## config.mk

```make
export PLATFORM = sky130hd
export DESIGN_NAME = lsvr_mod_unit
export DESIGN_NICKNAME = d
export VERILOG_FILES = /design/src/lsvr_mod_unit.sv
export SDC_FILE = /design/constraint.sdc
export NUM_CORES = 1
export LEC_CHECK = 0
export ABC_AREA = 1
export BUFFER_PORTS_ARGS = -buffer_cell sky130_fd_sc_hd__buf_2
export CORE_MARGIN = 3
export CORE_UTILIZATION = 57
export CTS_BUF_LIST = sky130_fd_sc_hd__clkbuf_4 sky130_fd_sc_hd__clkbuf_8
export DETAILED_ROUTE_END_ITERATION = 12
export GPL_TIMING_DRIVEN = 0
export PLACE_DENSITY = 0.8
export SYNTH_ARGS = -nofsm -noshare
export SYNTH_HDL_FRONTEND = slang
export SYNTH_SLANG_ARGS = --single-unit
```

## constraint.sdc

```tcl
create_clock -name clk -period 4.7 [get_ports clk]
set_input_delay 0.94 -clock clk [delete_from_list [all_inputs] [get_ports clk]]
set_output_delay 0.94 -clock clk [all_outputs]
set_load 0.02 [all_outputs]
```

## src/lsvr_mod_unit.sv

```systemverilog
module lsvr_mod_unit #(
  parameter int W = 24
) (
  input  logic                clk,
  input  logic                rst,
  input  logic                start,
  input  logic signed [W-1:0] dividend,
  input  logic        [W-1:0] divisor,
  output logic                done,
  output logic        [W-1:0] remainder
);

  localparam int CW = $clog2(W + 1);

  // Restoring division, one quotient bit per cycle, then a sign fix so the
  // remainder always lies in 0 .. divisor-1.
  logic [W-1:0]  dvd;
  logic [W-1:0]  rem;
  logic [W-1:0]  dvs;
  logic          neg;
  logic          busy;
  logic          fixing;
  logic [CW-1:0] cnt;
  logic [W:0]    shifted;
  logic [W+1:0]  diff;
  logic [W-1:0]  rem_next;

  always_comb begin
    shifted  = {rem, dvd[W-1]};
    diff     = {1'b0, shifted} - {2'b00, dvs};
    rem_next = diff[W+1] ? shifted[W-1:0] : diff[W-1:0];
  end

  always_ff @(posedge clk) begin
    if (rst) begin
      busy   <= 1'b0;
      fixing <= 1'b0;
      done   <= 1'b0;
    end else begin
      done <= 1'b0;
      if (start) begin
        busy   <= 1'b1;
        fixing <= 1'b0;
        neg    <= dividend[W-1];
        dvd    <= dividend[W-1] ? W'(-dividend) : W'(dividend);
        rem    <= '0;
        dvs    <= divisor;
        cnt    <= CW'(W);
      end else if (busy) begin
        rem <= rem_next;
        dvd <= {dvd[W-2:0], 1'b0};
        cnt <= cnt - CW'(1);
        if (cnt == CW'(1)) begin
          busy   <= 1'b0;
          fixing <= 1'b1;
        end
      end else if (fixing) begin
        fixing    <= 1'b0;
        done      <= 1'b1;
        remainder <= (neg && (rem != '0)) ? (dvs - rem) : rem;
      end
    end
  end

endmodule

```

==> metrics.txt <==
Req. time, crit path=about 4.8 ns; TritonRoute pass-1 iters=5; Hold Vio Cnt, Final=0; NumNets Final=~1400; ANT cells=0; initial antenna violation count=0; pin count of the biggest net entering global routing=28; die height=around 130 um; CP Max Fanout=27; Post-Syn Nets=approximately 1300; vias in the first global route=7444; Die Area=between 15000 and 20000 sq um; total grt overflow=0; worst r2r path cells=7; critical path class=input port to flop; # fillers=~1300; number of flops mapped to enable cells by yosys=just over 100; fin util=65.56%; register area share after synthesis=between 30% and 40%; Max clock buf depth=2; Worst VDD drop=~0.20 mV; drt first-iter violations=627; Post-Synthesis Cells=1212; Worst EP arrival=3.05 ns; drt drc=0; dominant synthesized flop cell=edfxtp_1; FF-to-FF End=remainder[16]; setup ws final=approximately 1.7 ns; Most common cell on crit path=clkbuf_1; worst slack at placement=between 1 and 1.5 ns; R2R Setup Slk=2.15 ns; via count=7818; H-tree lvl count=3; Max-slew headroom=approximately 31%; final WL=21160 um; PwrDens=around 300 nW/um^2; Worst Setup Start Kind=input port; Vias/cell=5.265; IO Pins=76; area grow syn2layout=10.66%; fin. max-slew vios=0; Final Skew=roughly 0.010 ns; met3 Use GR=approximately 5.3%; critical-path cell list=clkbuf_1, inv_1, clkbuf_1, clkbuf_1, a21oi_4, buf_12; CTS tree=built; crit end category=flop; Final setup viols=0; Top Usage Layer GRT=met2; GRT met1 Usage=around a third; overall global routing resource usage=26.88%; worst hold path type=flop to flop; WL/cell=14.25 um; layout cells sized above 1=under 10%; Root Buffer=clkbuf_8; RD Place Congestion=0.9601; most frequent cells in the layout=446 x nand2_1, 209 x inv_1, 124 x nor2_1, 102 x edfxtp_1, 76 x buf_2; period utilization=between 60% and 70%; HP Start=fixing; clock latency on the worst-skew pair=between 0.3 and 0.4 ns; WHS Endpoint=done; Initial Util=59.24%; Slowest-stage cell, CP=a21oi_4; number of buffers created by CTS=9; postcts setup bufs=0; status=finished, final reports clean; setup TNS=0 ns; Gates resized, CTS repair=0; Max Cap Viol=0; total leakage power=4.767 nW; Core ar.=approximately 14000 sq um; minimum clock period=just under 3 ns; FF+latch count, synth=roughly 110; commonest non-fill, non-tap cell in the layout=nand2_1; RSZ-0062 raised after global routing=false; Critical Path Max Stage Delay=about 0.80 ns; YS warnings=0; clock slew at reported path FFs=approximately 0.10 ns; hold slack=0.5078 ns; Rows=43; Detailed Place HPWL=17310 um; TritonCTS Sinks=about 110; Post-Synthesis Cell Area=8383 sq um; PortBufs=74; Max Clock Freq=roughly 0.34 GHz; Avg Inst Size Synth=6.917 sq um; die width=about 130 um; Reg-to-Reg Start=rem[20]; met2 usage=between 40% and 50%; ANT nets after route=0; Async SR Flop Fraction=0%; Worst Hold Depth=1; Post-CTS Hold Fix Bufs=0; first-pass GRT wire length=approximately 35000 um; post-synth cell types=37; actual slew at the worst max-slew pin=just over 1 ns
[stage by stage]
step	total power, mW	cells	instance area, sq um
4_1_cts	2.791	1485	9276
5_1_grt	2.987	1485	9276
6_report	2.794	1485	9276
2_1_floorplan	1.883	1212	8383
3_3_place_gp	2.105	1466	8979
3_5_place_dp	2.125	1469	9039
[how the worst max path moves through the flow]
| stage | slack, ns | depth (start not counted) | from | to |
|---|---|---|---|---|
| 2_1_floorplan | 0.02 | 5 | start | cnt[0] |
| 3_3_place_gp | -1.34 | 5 | start | rem[20] |
| 3_5_place_dp | 1.30 | 6 | start | rem[21] |
| 4_1_cts | 1.72 | 6 | start | dvd[12] |
| 5_1_grt | 1.54 | 6 | start | dvd[4] |
| 6_report | 1.74 | 6 | start | rem[19] |
[critical path, delay by kind of cell]
kind | cells | cell delay [ns]
AO/OA/AOI/OAI | 1 | 0.80
buffers and inverters | 5 | 1.29
[cell families (layout without fill, tap and decap cells)]
family / Yosys count / in the layout / synth area share, %
simple gates: 707 / 707 / 35.15
buf+inv: 230 / 323 / 10.66
flops: 105 / 105 / 37.25
compound gates: 87 / 87 / 5.761
fa+ha+maj: 52 / 52 / 7.940
xor+xnor: 31 / 31 / 3.239
[power breakdown]
part	switching, mW	internal, mW	total [mW]
combinational	0.616	0.342	0.958
sequential	0.0498	1.11	1.16
clock	0.316	0.357	0.674
total	0.982	1.81	2.79
[synth_stat cells, types with 3 or more instances]
cell type	number	area, sq um
a21oi_1	34	170.2
a21oi_2	5	43.79
a31oi_1	3	18.77
clkbuf_1	15	56.30
dfxtp_1	3	60.06
edfxtp_1	102	3063
ha_1	50	625.6
inv_1	209	784.5
nand2_1	446	1674
nand3_1	70	350.3
nand3b_1	16	120.1
nand4_1	19	118.9
nor2_1	125	469.2
nor2_2	9	56.30
nor4_1	4	25.02
o21ai_0	38	190.2
o21bai_1	3	22.52
or2_2	5	31.28
xnor2_1	20	175.2
xor2_1	11	96.34
[routing by layer]
| metal | wire [um] | vias up |
|---|---|---|
| li1 | - | 4003 |
| met1 | 9161 | 3492 |
| met2 | 9941 | 279 |
| met3 | 1302 | 44 |
| met4 | 757 | 0 |
| met5 | 0 | - |
[sequential cells by signal, summed over array words and instances, names as in the netlist]
name	count
busy	1
cnt	5
done	1
dvd	24
dvs	24
fixing	1
neg	1
rem	24
remainder	24
[final cells by class]
class / count / area, sq um / area share (%)
plain buffers: 19 / 101.3 / 1.093
clock inverters: 6 / 106.4 / 1.146
multi-input cells: 877 / 4392 / 47.34
repair buffers: 77 / 405.4 / 4.370
flip-flops and latches: 105 / 3123 / 33.67
well taps: 180 / 225.2 / 2.428
inverters: 211 / 792.0 / 8.538
clock buffers: 10 / 131.4 / 1.416
(Power assumes the default switching activity.)
